$ cat config.mk
export PLATFORM = sky130hd
export DESIGN_NAME = pgdw_ctrl
export DESIGN_NICKNAME = d
export VERILOG_FILES = /design/src/rtl/core/pgdw_pkg.sv /design/src/rtl/core/pgdw_ctrl.sv
export SDC_FILE = /design/constraint.sdc
export NUM_CORES = 1
export LEC_CHECK = 0
export BUFFER_PORTS_ARGS = -buffer_cell sky130_fd_sc_hd__buf_2
export CELL_PAD_IN_SITES_DETAIL_PLACEMENT = 0
export CELL_PAD_IN_SITES_GLOBAL_PLACEMENT = 1
export CORE_MARGIN = 4
export CORE_UTILIZATION = 28
export CTS_CLUSTER_SIZE = 25
export DETAILED_ROUTE_END_ITERATION = 10
export PLACE_DENSITY = 0.78
export SYNTH_ARGS = -nofsm -noshare
export SYNTH_HDL_FRONTEND = slang
export SYNTH_SLANG_ARGS = --single-unit
export TNS_END_PERCENT = 30
$ cat constraint.sdc
create_clock -name clock -period 2.1 [get_ports clock]
set_clock_uncertainty 0.15 [all_clocks]
set_input_delay 0.42 -clock clock [delete_from_list [all_inputs] [get_ports clock]]
set_output_delay 0.42 -clock clock [all_outputs]
set_load 0.03 [all_outputs]
$ cat src/rtl/core/pgdw_pkg.sv
// Shared types, codes and helpers of the painless Gabor dual window unit.
package pgdw_pkg;

   // Configuration register indexes
   localparam logic [7:0] REG_WINDOW_LENGTH = 8'd0;
   localparam logic [7:0] REG_HOP_SIZE      = 8'd1;
   localparam logic [7:0] REG_CHANNEL_COUNT = 8'd2;
   localparam logic [7:0] REG_RESULT_MODE   = 8'd3;

   // Result modes
   localparam logic [1:0] MODE_DUAL  = 2'd0;
   localparam logic [1:0] MODE_TIGHT = 2'd1;
   localparam logic [1:0] MODE_POU   = 2'd2;

   // Status codes
   localparam logic [2:0] STAT_OK        = 3'd0;
   localparam logic [2:0] STAT_BAD_ARG   = 3'd1;
   localparam logic [2:0] STAT_NOT_FRAME = 3'd2;
   localparam logic [2:0] STAT_NOT_PAINL = 3'd3;
   localparam logic [2:0] STAT_ZERO_DIAG = 3'd4;
   localparam logic [2:0] STAT_NOT_READY = 3'd5;

   // Request kinds
   localparam logic FUNC_LOAD = 1'b0;
   localparam logic FUNC_READ = 1'b1;

   typedef enum logic [3:0] {
      ST_IDLE,
      ST_CLEAR,
      ST_ACC_RD,
      ST_ACC_SQ,
      ST_ACC_WR,
      ST_RD_CAP,
      ST_RD_PREP,
      ST_NORM,
      ST_SQRT,
      ST_DIV_SET,
      ST_DIV,
      ST_DIV_END,
      ST_EMIT
   } state_type;

   typedef struct packed {
      logic load;
      logic compute;
      logic rd_issue;
      logic set_nr;
      logic set_err;
      logic clr_step;
      logic acc_issue;
      logic acc_square;
      logic acc_write;
      logic rd_cap;
      logic set_zero;
      logic norm_init;
      logic norm_step;
      logic sqrt_init;
      logic sqrt_step;
      logic div_load;
      logic div_step;
      logic set_sat;
      logic set_quo;
      logic push;
   } cmd_type;

   typedef struct packed {
      logic cfg_ok;
      logic ready;
      logic err_set;
      logic clr_last;
      logic acc_last;
      logic sum_zero;
      logic mode_tight;
      logic norm_ok;
      logic sqrt_last;
      logic guard;
      logic div_last;
      logic rsp_free;
   } status_type;

   // Saturate a magnitude and apply the sign
   function automatic logic [31:0] sat32(input logic [63:0] q, input logic neg);
      logic [63:0] qc;
      begin
         if (neg) begin
            qc = (q > 64'h8000_0000) ? 64'h8000_0000 : q;
            sat32 = 32'd0 - qc[31:0];
         end else begin
            qc = (q > 64'h7FFF_FFFF) ? 64'h7FFF_FFFF : q;
            sat32 = qc[31:0];
         end
      end
   endfunction

endpackage

$ cat src/rtl/core/pgdw_ctrl.sv
// Controller state machine of the painless Gabor dual window unit.
module pgdw_ctrl
   import pgdw_pkg::*;
(
   input  logic       clock,
   input  logic       reset,
   input  logic       req_tvalid,
   input  logic       req_func,
   input  logic       req_final,
   output logic       req_tready,
   input  status_type stat,
   output cmd_type    cmd
);

   state_type state_ff, state_in;
   logic      accept;

   assign req_tready = (state_ff == ST_IDLE);
   assign accept     = req_tvalid && req_tready;

   // Advance state
   always_ff @(posedge clock) begin
      if (reset) begin
         state_ff <= ST_IDLE;
      end else begin
         state_ff <= state_in;
      end
   end

   // Next state
   always_comb begin
      state_in = state_ff;
      case (state_ff)
         ST_IDLE: begin
            if (accept) begin
               if (req_func == FUNC_LOAD) begin
                  if (req_final && stat.cfg_ok) state_in = ST_CLEAR;
               end else if (!stat.ready || stat.err_set) begin
                  state_in = ST_EMIT;
               end else begin
                  state_in = ST_RD_CAP;
               end
            end
         end
         ST_CLEAR:   if (stat.clr_last) state_in = ST_ACC_RD;
         ST_ACC_RD:  state_in = ST_ACC_SQ;
         ST_ACC_SQ:  state_in = ST_ACC_WR;
         ST_ACC_WR:  state_in = stat.acc_last ? ST_IDLE : ST_ACC_RD;
         ST_RD_CAP:  state_in = ST_RD_PREP;
         ST_RD_PREP: begin
            if (stat.sum_zero)        state_in = ST_EMIT;
            else if (stat.mode_tight) state_in = ST_NORM;
            else                      state_in = ST_DIV;
         end
         ST_NORM:    if (stat.norm_ok) state_in = ST_SQRT;
         ST_SQRT:    if (stat.sqrt_last) state_in = ST_DIV_SET;
         ST_DIV_SET: state_in = stat.guard ? ST_EMIT : ST_DIV;
         ST_DIV:     if (stat.div_last) state_in = ST_DIV_END;
         ST_DIV_END: state_in = ST_EMIT;
         ST_EMIT:    if (stat.rsp_free) state_in = ST_IDLE;
         default:    state_in = ST_IDLE;
      endcase
   end

   // Datapath commands
   always_comb begin
      cmd = '0;
      case (state_ff)
         ST_IDLE: begin
            if (accept) begin
               if (req_func == FUNC_LOAD) begin
                  cmd.load    = 1'b1;
                  cmd.compute = req_final;
               end else if (!stat.ready) begin
                  cmd.set_nr = 1'b1;
               end else if (stat.err_set) begin
                  cmd.set_err = 1'b1;
               end else begin
                  cmd.rd_issue = 1'b1;
               end
            end
         end
         ST_CLEAR:   cmd.clr_step   = 1'b1;
         ST_ACC_RD:  cmd.acc_issue  = 1'b1;
         ST_ACC_SQ:  cmd.acc_square = 1'b1;
         ST_ACC_WR:  cmd.acc_write  = 1'b1;
         ST_RD_CAP:  cmd.rd_cap     = 1'b1;
         ST_RD_PREP: begin
            if (stat.sum_zero)        cmd.set_zero  = 1'b1;
            else if (stat.mode_tight) cmd.norm_init = 1'b1;
            else                      cmd.div_load  = 1'b1;
         end
         ST_NORM: begin
            if (stat.norm_ok) cmd.sqrt_init = 1'b1;
            else              cmd.norm_step = 1'b1;
         end
         ST_SQRT:    cmd.sqrt_step = 1'b1;
         ST_DIV_SET: begin
            if (stat.guard) cmd.set_sat  = 1'b1;
            else            cmd.div_load = 1'b1;
         end
         ST_DIV:     cmd.div_step = 1'b1;
         ST_DIV_END: cmd.set_quo  = 1'b1;
         ST_EMIT:    cmd.push     = stat.rsp_free;
         default:    cmd = '0;
      endcase
   end

endmodule

## Yosys cells after proc, flatten, opt, wreduce, memory -nomap -nowiden

Index checks and enable logic that the tools add are counted.

- Equal/unequal tests: 19
- Multiplexer cells: 45
- Reductions and logical operators: 6

Operators with widths:

| kind | number |
|---|---|
| $pmux 4 s13 | 1 |
| $mux 4 | 11 |
| $mux 1 | 24 |
| $eq 4x4->1 const B | 5 |
| $eq 4x3->1 const B | 4 |
| $mux 5 | 2 |
| $ne 2x2->1 const B | 5 |
| $eq 4x2->1 const B | 2 |
| $mux 2 | 4 |
| $reduce_and 7->1 | 1 |
| $mux 3 | 2 |
| $eq 4x1->1 const B | 1 |
| $logic_not 4->1 | 1 |
| $ne 3x2->1 const B | 1 |
| $logic_and 1x1->1 | 2 |
| $ne 2x1->1 const B | 1 |
| $pmux 1 s2 | 1 |
| $logic_not 1->1 | 1 |
| $logic_or 1x1->1 | 1 |

- Register bits: 4
- Input port bits: 17
- Output and inout bits: 21

## Depth between registers and ports, before layout

Gate-level depths: netlist of run 1.

- Word-level depth: 6
- Mapped depth: 6
- Gate-level depth less buffers: 4

## Worst setup path before layout of run 1

No wires, ideal clock.

- Path kind: register to output
- Start: register state_ff[0]
- End: output port cmd[18] (netlist bit)
- Arrival: 1942 ps
- Required time: 1530 ps
- Setup slack: -412 ps
- Cell stages (with the launch flop): 6
- Cell sequence: dfxtp_1 -> buf_4 -> nor4_4 -> nand2_1 -> nor2_1 -> and2_1

RTL lines:

| what | RTL line | RTL |
|---|---|---|
| start: declaration | pgdw_ctrl.sv:15 | `state_type state_ff, state_in;` |
| start signal: assignment | pgdw_ctrl.sv:26 | `state_ff <= state_in;` |
| end: declaration | pgdw_ctrl.sv:12 | `output cmd_type cmd` |

==> flow_metrics.tcl, run 1 <==
set metrics [dict create \
    drv_cap 0 \
    power.net_switching_uw 635.2 \
    path_buf_inv 2 \
    synth_edf_count 0 \
    grt_overflow 0 \
    cts_sinks 4 \
    grt_max_degree 11 \
    ys_seq_elements 4 \
    num_antenna_cells 0 \
    grt_pass1_wl_mm 3.443 \
    grt_usage 0.1339 \
    critPathArrivalTime_ns 1.53 \
    avgSynthCellArea_sq_um 7.187 \
    holdWs_ns 0.2953 \
    power.density_nw_per_um2 1266 \
    fp.dieArea_sq_um 3143 \
    post-synth-top-count-cell "nor3_1" \
    cp_common_cell "buf_6" \
    seq_area_frac_synth 0.1238 \
    drt-initial-drc-count 15 \
    synth_compound_area_frac 0.2515 \
    nNetsFinal 153 \
    crit_chain "buf_6, nor4_4, nand2_2, nor2_4, and2_4, buf_6" \
    crit_path_end "cmd[18]" \
    io_pins 38 \
    largest_reg_flops 4 \
    drtPass1Iterations 4 \
    crit_type "reg -> out" \
    cts-hold-fix-buffers 0 \
    vdd_ir_drop_max_v 0.0006692 \
    critPathRequiredTime_ns 1.53 \
    synth.distinct_cells 41 \
    syn_inst 90 \
    path_max_fanout 5 \
    synth_fa_ha_area_frac 0 \
    coreArea_sq_um 2212 \
    cts_tree "done" \
    crit_path_start "state_ff[0]" \
    hold_path.class "in -> reg" \
    crit_cells 6 \
    r2r_cells 5 \
    internal-power_uw 601.6 \
    clk_pin_slew_ns 0.04 \
    h-tree-depth 1 \
    root_buffer "clkbuf_4" \
    synth_common_cells "nor3_1 (12), nor2_1 (10), inv_1 (6), nand2b_1 (6)" \
    synth_top_area_share 0.1238 \
    io_buffer_count 37 \
    drive_above_1_share 0.5299 \
    synth-xor-area-share 0 \
    start_kind "flip-flop" \
    worst_pin_slew_ns 0.3914 \
    leakage_uw 0.0004609 \
    synthArstFlopShare 0 \
    place_inst 155 \
    synth_area_sq_um 646.9 \
    slew_viol_final 0 \
    stdcell_count 162 \
    power_frac_seq 0.156 \
    antenna_left 0 \
    grt_pass1_vias 807 \
    rr_startpoint "state_ff[3]" \
    num_vias 842 \
    max-slew-margin-rel 0.7354 \
    power_frac_clock 0.080 \
    initial_utilization 0.2924 \
    synth_top_family_by_area "simple AND/OR/NAND/NOR gates" \
    critical_path.top_delay_family "simple AND/OR/NAND/NOR gates" \
    hold_viol 0 \
    gp_congestion 0.8328 \
    sw_frac_of_total 0.5136 \
    clockBufferDepth 2 \
    fp.dieH_um 56.07 \
    routedWlPerCell_um 13.14 \
    syn-num-nets 107 \
    via_per_inst 5.198 \
    min_period_ns 2.097 \
    synth_top_area_cell "dfxtp_1" \
    yosys_warnings 0 \
    regMostFlops "state_ff" \
    routed_wl_mm 2.128 \
    clk_latency_ns 0.24 \
    drc_errors 0 \
    synth.area.mux_share 0.03288 \
    cts_buffers 3 \
    synth.area.top_cells "dfxtp_1 (12%), nor3_1 (9.3%), buf_6 (7.0%)" \
    dp_hpwl_mm 1.653 \
    die_w_um 56.07 \
    area_growth_pct 51.06 \
    reg_top3 "state_ff (4)" \
    status "completed" \
    slowest_stage "dfxtp_4" \
    fin_crit_sh 0.9984 \
    cp-end-kind "output pin" \
    critPathMaxStageDelay_ns 0.35 \
    finalSetupViolations 0 \
    r2r_end "state_ff[1]" \
    antenna_found_initial 0 \
    rrSetupSlack_ns 0.34 \
    fin_util 0.4417 \
    rsz0062_at_grt "yes" \
    synthFlopType "dfxtp_1" \
    comb_power_share 0.765 \
    num_rows 17 \
    max_freq_mhz 477.0 \
    synth-simple-area-share 0.4449 \
]
-- worst register-to-register path, stage by stage (launching register included) --
cell and delay (ns):
dfxtp_2 0.44, buf_4 0.18, nor4b_1 0.35, o21ai_2 0.12
nand3_1 0.09, mux2_1 0.31
-- stage by stage --
step                      worst slack (ns)  total power (uW)  instance area [sq um]   TNS, ns
after floorplan                    -0.2107             820.2                  666.9   -0.4579
after global routing              -0.08611              1327                  977.2   -0.2928
after global placement              0.1568              1005                  882.1         0
after detailed placement            0.1209              1006                  882.1         0
final                             0.003421              1237                  977.2         0
after CTS                         -0.02117              1121                  912.1  -0.02827
-- power by group through the flow --
stage | clock network (uW) | registers, uW | logic [uW]
detailed placement | 0 | 183 | 823
global placement | 0 | 182 | 823
floorplan | 0 | 116 | 704
CTS | 102 | 185 | 834
global route | 111 | 196 | 1020
finish | 98.6 | 193 | 946
-- kinds of logic after synthesis --
group,after synthesis
and+or+nand+nor,48
AOI/OAI and AO/OA,21
buffers and inverters,15
DFF,4
muxes,2
-- final cells by class --
type                    instances  area, sq um
repair buffers                 50        302.8
inverters                       6        22.52
multi-input cells              71        506.7
well taps                      28        35.03
flip-flops and latches          4        87.58
clock buffers                   3        22.52
fillers                       226         1235
-- how the worst min path moves through the flow --
stage / cells past startpoint / slack [ns] / startpoint / endpoint
floorplan: 1 / 0.36 / reset / state_ff[3]
global placement: 2 / 0.54 / reset / state_ff[3]
detailed placement: 2 / 0.54 / reset / state_ff[3]
CTS: 2 / 0.29 / reset / state_ff[3]
global route: 2 / 0.28 / reset / state_ff[3]
finish: 2 / 0.30 / reset / state_ff[3]
-- timing repair --
action	CTS	global route
setup endpoints to repair	6	11
gates resized for setup	4	17
buffers inserted	0	4
pin swaps	0	3
cloned	0	0
-- layout by cell type, fill, tap and decap left out, types with 2 or more instances in the layout --
| cell type | instances |
|---|---|
| buf_2 | 32 |
| buf_4 | 16 |
| nor3_1 | 12 |
| nor2_1 | 9 |
| inv_1 | 6 |
| nand2b_1 | 4 |
| a21oi_1 | 4 |
| nand3_1 | 3 |
| clkbuf_4 | 3 |
| dfxtp_2 | 3 |
| nand2_1 | 2 |
| nand2b_2 | 2 |
| o41ai_2 | 2 |
| o21ai_0 | 2 |
| nor2b_1 | 2 |
| a31oi_1 | 2 |
| buf_6 | 2 |
-- metal layers --
layer  up-vias  routed length [um]  track usage
li1        424                   -            -
met1       388                 909       0.1598
met2        24                1079       0.2337
met3         6                 104      0.02784
met4         0                  34      0.04746
met5         -                   0            0
No activity file was read; power rests on OpenSTA's default activity.
==> run 2, diff against run 1 <==
- RECOVER_POWER: default -> 25
==> flow_metrics.tcl, run 2 (synthesis gave the netlist of run 1 again) <==
set metrics [dict create \
    num_vias 859 \
    grt_pass1_wl_mm 3.443 \
    rrSetupSlack_ns 0.19 \
    worstHoldPathCells 2 \
    min_period_ns 2.093 \
    place_inst 155 \
    rr_startpoint "state_ff[3]" \
    start_kind "flip-flop" \
    regMostFlops "state_ff" \
    grt_pass1_vias 807 \
    drc_errors 0 \
    vdd_ir_drop_max_v 0.0006712 \
    clk_latency_ns 0.24 \
    crit_chain "buf_6, nor4_4, nand2_2, nor2_4, and2_4, buf_6" \
    r2r_cells 5 \
    r2r_end "state_ff[1]" \
    stdcell_count 162 \
    drv_cap 0 \
    final_cell_mix "buf_2 (31), buf_4 (15), nor3_1 (12), nor2_1 (9), inv_1 (6)" \
    coreArea_sq_um 2212 \
    path_buf_inv 2 \
    power.density_nw_per_um2 1263 \
    antenna_left 0 \
    cts_sinks 4 \
    die_w_um 56.07 \
    h-tree-depth 1 \
    cp_common_cell "buf_6" \
    clk_pin_slew_ns 0.04 \
    num_antenna_cells 0 \
    min_to "state_ff[3]" \
    final_common_cell "buf_2" \
    power_frac_clock 0.080 \
    root_buffer "clkbuf_4" \
    fin_crit_sh 0.9969 \
    fin_util 0.4378 \
    fp.dieH_um 56.07 \
    rsz0062_at_grt "yes" \
    power.net_switching_uw 630.5 \
    critPathMaxStageDelay_ns 0.35 \
    path_max_fanout 5 \
    drive_above_1_share 0.5075 \
    drt-initial-drc-count 22 \
    gp_congestion 0.8328 \
    power_frac_seq 0.157 \
    routed_wl_mm 2.114 \
    cp-end-kind "output pin" \
    slowest_stage "dfxtp_4" \
    hold_viol 0 \
    io_buffer_count 37 \
    fillers 231 \
    slew_viol_final 0 \
    hold_path.class "in -> reg" \
    internal-power_uw 592.5 \
    multi_input_area_sq_um 503.0 \
    seqCellArea_sq_um 87.58 \
    via_per_inst 5.302 \
    critical_path.top_delay_family "simple AND/OR/NAND/NOR gates" \
    cts_buffers 3 \
    leakage_uw 0.0004525 \
    hold_start "reset" \
    holdWs_ns 0.2993 \
    cts_tree "done" \
    sw_frac_of_total 0.5156 \
    num_rows 17 \
    largest_reg_flops 4 \
    drtPass1Iterations 3 \
    fp.dieArea_sq_um 3143 \
    max-slew-margin-rel 0.7342 \
    worst_pin_slew_ns 0.3960 \
    critPathRequiredTime_ns 1.53 \
    grt_usage 0.1339 \
    status "completed" \
    reg_top3 "state_ff (4)" \
    grt_overflow 0 \
    grt_max_degree 11 \
    nNetsFinal 153 \
    routedWlPerCell_um 13.05 \
    finalSetupViolations 0 \
    antenna_found_initial 0 \
    comb_power_share 0.762 \
    critPathArrivalTime_ns 1.52 \
    initial_utilization 0.2924 \
    area_growth_pct 49.71 \
    crit_cells 6 \
    max_freq_mhz 477.7 \
    io_pins 38 \
    cts-hold-fix-buffers 0 \
    crit_type "reg -> out" \
    total_power_uw 1223 \
    dp_hpwl_mm 1.653 \
    clockBufferDepth 2 \
]
run 2: cell types whose count changed in the layout (fill, tap and decap cells not counted), sizes merged:
cell / delta
buf: -2
clkbuf: +2
run 2: layer usage:
metal  track usage  vias up  routed length [um]
li1              -      424                   -
met1        0.1598      405                 921
met2        0.2337       23                1050
met3       0.02784        7                 106
met4       0.04746        0                  36
met5             0        -                   0
run 2: through the flow:
| stage | cell area (sq um) | TNS (ns) | setup WS, ns |
|---|---|---|---|
| 2_1_floorplan | 666.9 | -0.4579 | -0.2107 |
| 3_3_place_gp | 882.1 | 0 | 0.1568 |
| 3_5_place_dp | 882.1 | 0 | 0.1209 |
| 4_1_cts | 912.1 | -0.02827 | -0.02117 |
| 5_1_grt | 968.4 | -0.2928 | -0.08611 |
| 6_report | 968.4 | 0 | 0.006550 |
run 2: worst max-delay path by stage:
stage          slack, ns  endpoint         from
6_report           0.007   cmd[18]  state_ff[0]
5_1_grt            -0.09   cmd[18]  state_ff[0]
4_1_cts            -0.02   cmd[18]  state_ff[0]
3_5_place_dp        0.12    cmd[4]  state_ff[2]
3_3_place_gp        0.16    cmd[4]  state_ff[2]
2_1_floorplan      -0.21   cmd[18]  state_ff[2]
run 2: repair_timing:
| item | in CTS | in global routing |
|---|---|---|
| setup buffers | 0 | 4 |
| gates resized for setup | 4 | 17 |
| setup endpoints to repair | 6 | 11 |
| pin swaps | 0 | 3 |
run 2: cell type report:
type / count / share of cell area
Multi-Input combinational cell: 71 / 0.5194
Timing Repair Buffer: 50 / 0.3075
Sequential cell: 4 / 0.09044
Tap cell: 28 / 0.03618
Clock buffer: 3 / 0.02326
Inverter: 6 / 0.02326
run 2: power groups by stage:
stage	Combinational, uW	Sequential, uW	Clock [uW]
finish	932	192	98.4
detailed placement	823	183	0
CTS	834	185	102
floorplan	704	116	0
global route	1010	195	111
global placement	823	182	0
==> run 3, diff against run 2 <==
- CORE_MARGIN: 4 -> 2
- SLEW_MARGIN: default -> 20
==> flow_metrics.tcl, run 3 (synthesis gave the netlist of run 1 again) <==
set metrics [dict create \
    status "completed" \
    vdd_ir_drop_max_v 0.0004171 \
    grt_overflow 0 \
    routed_wl_mm 2.019 \
    power.density_nw_per_um2 1266 \
    max_freq_mhz 479.8 \
    final_common_cell "buf_2" \
    gp_congestion 0.8151 \
    fp.dieH_um 52.07 \
    fin_crit_sh 0.9925 \
    drt-initial-drc-count 17 \
    grt_pass1_wl_mm 3.456 \
    critPathArrivalTime_ns 1.51 \
    cts-hold-fix-buffers 0 \
    area_growth_pct 47.97 \
    crit_type "reg -> out" \
    critPathRequiredTime_ns 1.53 \
    die_w_um 52.07 \
    fp.dieArea_sq_um 2711 \
    final_cell_mix "buf_2 (33), buf_4 (17), nor3_1 (12), nor2_1 (9)" \
    num_antenna_cells 0 \
    start_kind "flip-flop" \
    worst_pin_slew_ns 0.4660 \
    critPathMaxStageDelay_ns 0.37 \
    grt_max_degree 13 \
    max-slew-margin-rel 0.6853 \
    crit_chain "nor4_4, buf_4, nand4_1, nor2_1, buf_4" \
    post_dp_cell_area_sq_um 874.6 \
    reg_top3 "state_ff (4)" \
    antenna_found_initial 0 \
    slowest_stage "nor4_4" \
    grt_pass1_vias 767 \
    cp_common_cell "buf_4" \
    io_pins 38 \
    dp_worst_setup_slack_ns 0.1617 \
    coreArea_sq_um 2191 \
    grt_usage 0.1702 \
    clockBufferDepth 2 \
    holdWs_ns 0.2923 \
    num_vias 844 \
    stdcell_count 163 \
    clk_pin_slew_ns 0.04 \
    io_buffer_count 37 \
    antenna_left 0 \
    nNetsFinal 154 \
    fin_area_sq_um 957.2 \
    regMostFlops "state_ff" \
    hold_path.class "in -> reg" \
    min_period_ns 2.084 \
    cts_buffers 3 \
    clk_latency_ns 0.25 \
    drtPass1Iterations 4 \
    routedWlPerCell_um 12.39 \
    hold_viol 0 \
    place_inst 154 \
    leakage_uw 0.0004555 \
    rsz0062_at_grt "yes" \
    drc_errors 0 \
    h-tree-depth 1 \
    largest_reg_flops 4 \
    finalWorstSetupSlack_ns 0.01569 \
    root_buffer "clkbuf_4" \
    slew_viol_final 0 \
    via_per_inst 5.178 \
    num_rows 17 \
    finalSetupViolations 0 \
    initial_utilization 0.2953 \
    path_max_fanout 6 \
    drv_cap 0 \
    cts_tree "done" \
    drive_above_1_share 0.4963 \
    cts_sinks 4 \
    dp_hpwl_mm 1.564 \
    cp-end-kind "output pin" \
]
run 3: cell count changes in the layout (fill, tap and decap cells not counted), moves of 2 or more:
cell / change
buf_6: -2
buf_4: +2
clkbuf_1: -2
nand2b_1: +2
nand2b_2: -2
buf_2: +2
run 3: cell type report:
class                      instances  area [sq um]
sequential                         4         90.09
multi-input combinational         71         486.7
inverter                           6         22.52
clock buffer                       3         22.52
tap                               28         35.03
fill                             224          1234
timing repair buffer              51         300.3
run 3: critical path: cells and delay by family (launching register included):
kind          cells  cell delay (ns)
buf+inv           2             0.33
flops             1             0.36
simple gates      3             0.58
run 3: metal layers:
metal,vias to the layer above,wire [um],global-route usage
met4,0,10,0.03070
met1,404,935,0.2218
met2,16,982,0.2764
met5,-,0,0
li1,422,-,-
met3,2,91,0.05172
run 3: what timing repair did:
item,in CTS,in global routing
gates resized for setup,8,4
pin swaps,3,4
endpoints found under the setup margin,5,6
buffers inserted,3,3
run 3: worst paths after layout:
| path | start | to | slack [ns] | depth (start not counted) |
|---|---|---|---|---|
| worst max-delay path | state_ff[1] | cmd[17] | 0.02 | 5 |
| worst min-delay path | reset | state_ff[3] | 0.29 | 2 |
| worst max register to register | state_ff[1] | state_ff[1] | 0.17 | 6 |
| worst min register to register | state_ff[1] | state_ff[2] | 0.57 | 3 |
run 3: per-stage QoR:
stage / util / total power [uW] / setup TNS [ns]
6_report: 0.4369 / 1212 / 0
5_1_grt: 0.4369 / 1315 / -0.1662
4_1_cts: 0.4266 / 1171 / -0.0002650
3_5_place_dp: 0.3992 / 990.9 / 0
3_3_place_gp: 0.3992 / 987.1 / 0
2_1_floorplan: - / 820.2 / -0.4579
run 3: report_power, final:
part	leakage, uW	internal (uW)	switching (uW)
sequential	0.0000350	118	69.3
combinational	0.000407	411	508
clock	0.0000138	64.6	41.0
total	0.000456	594	618
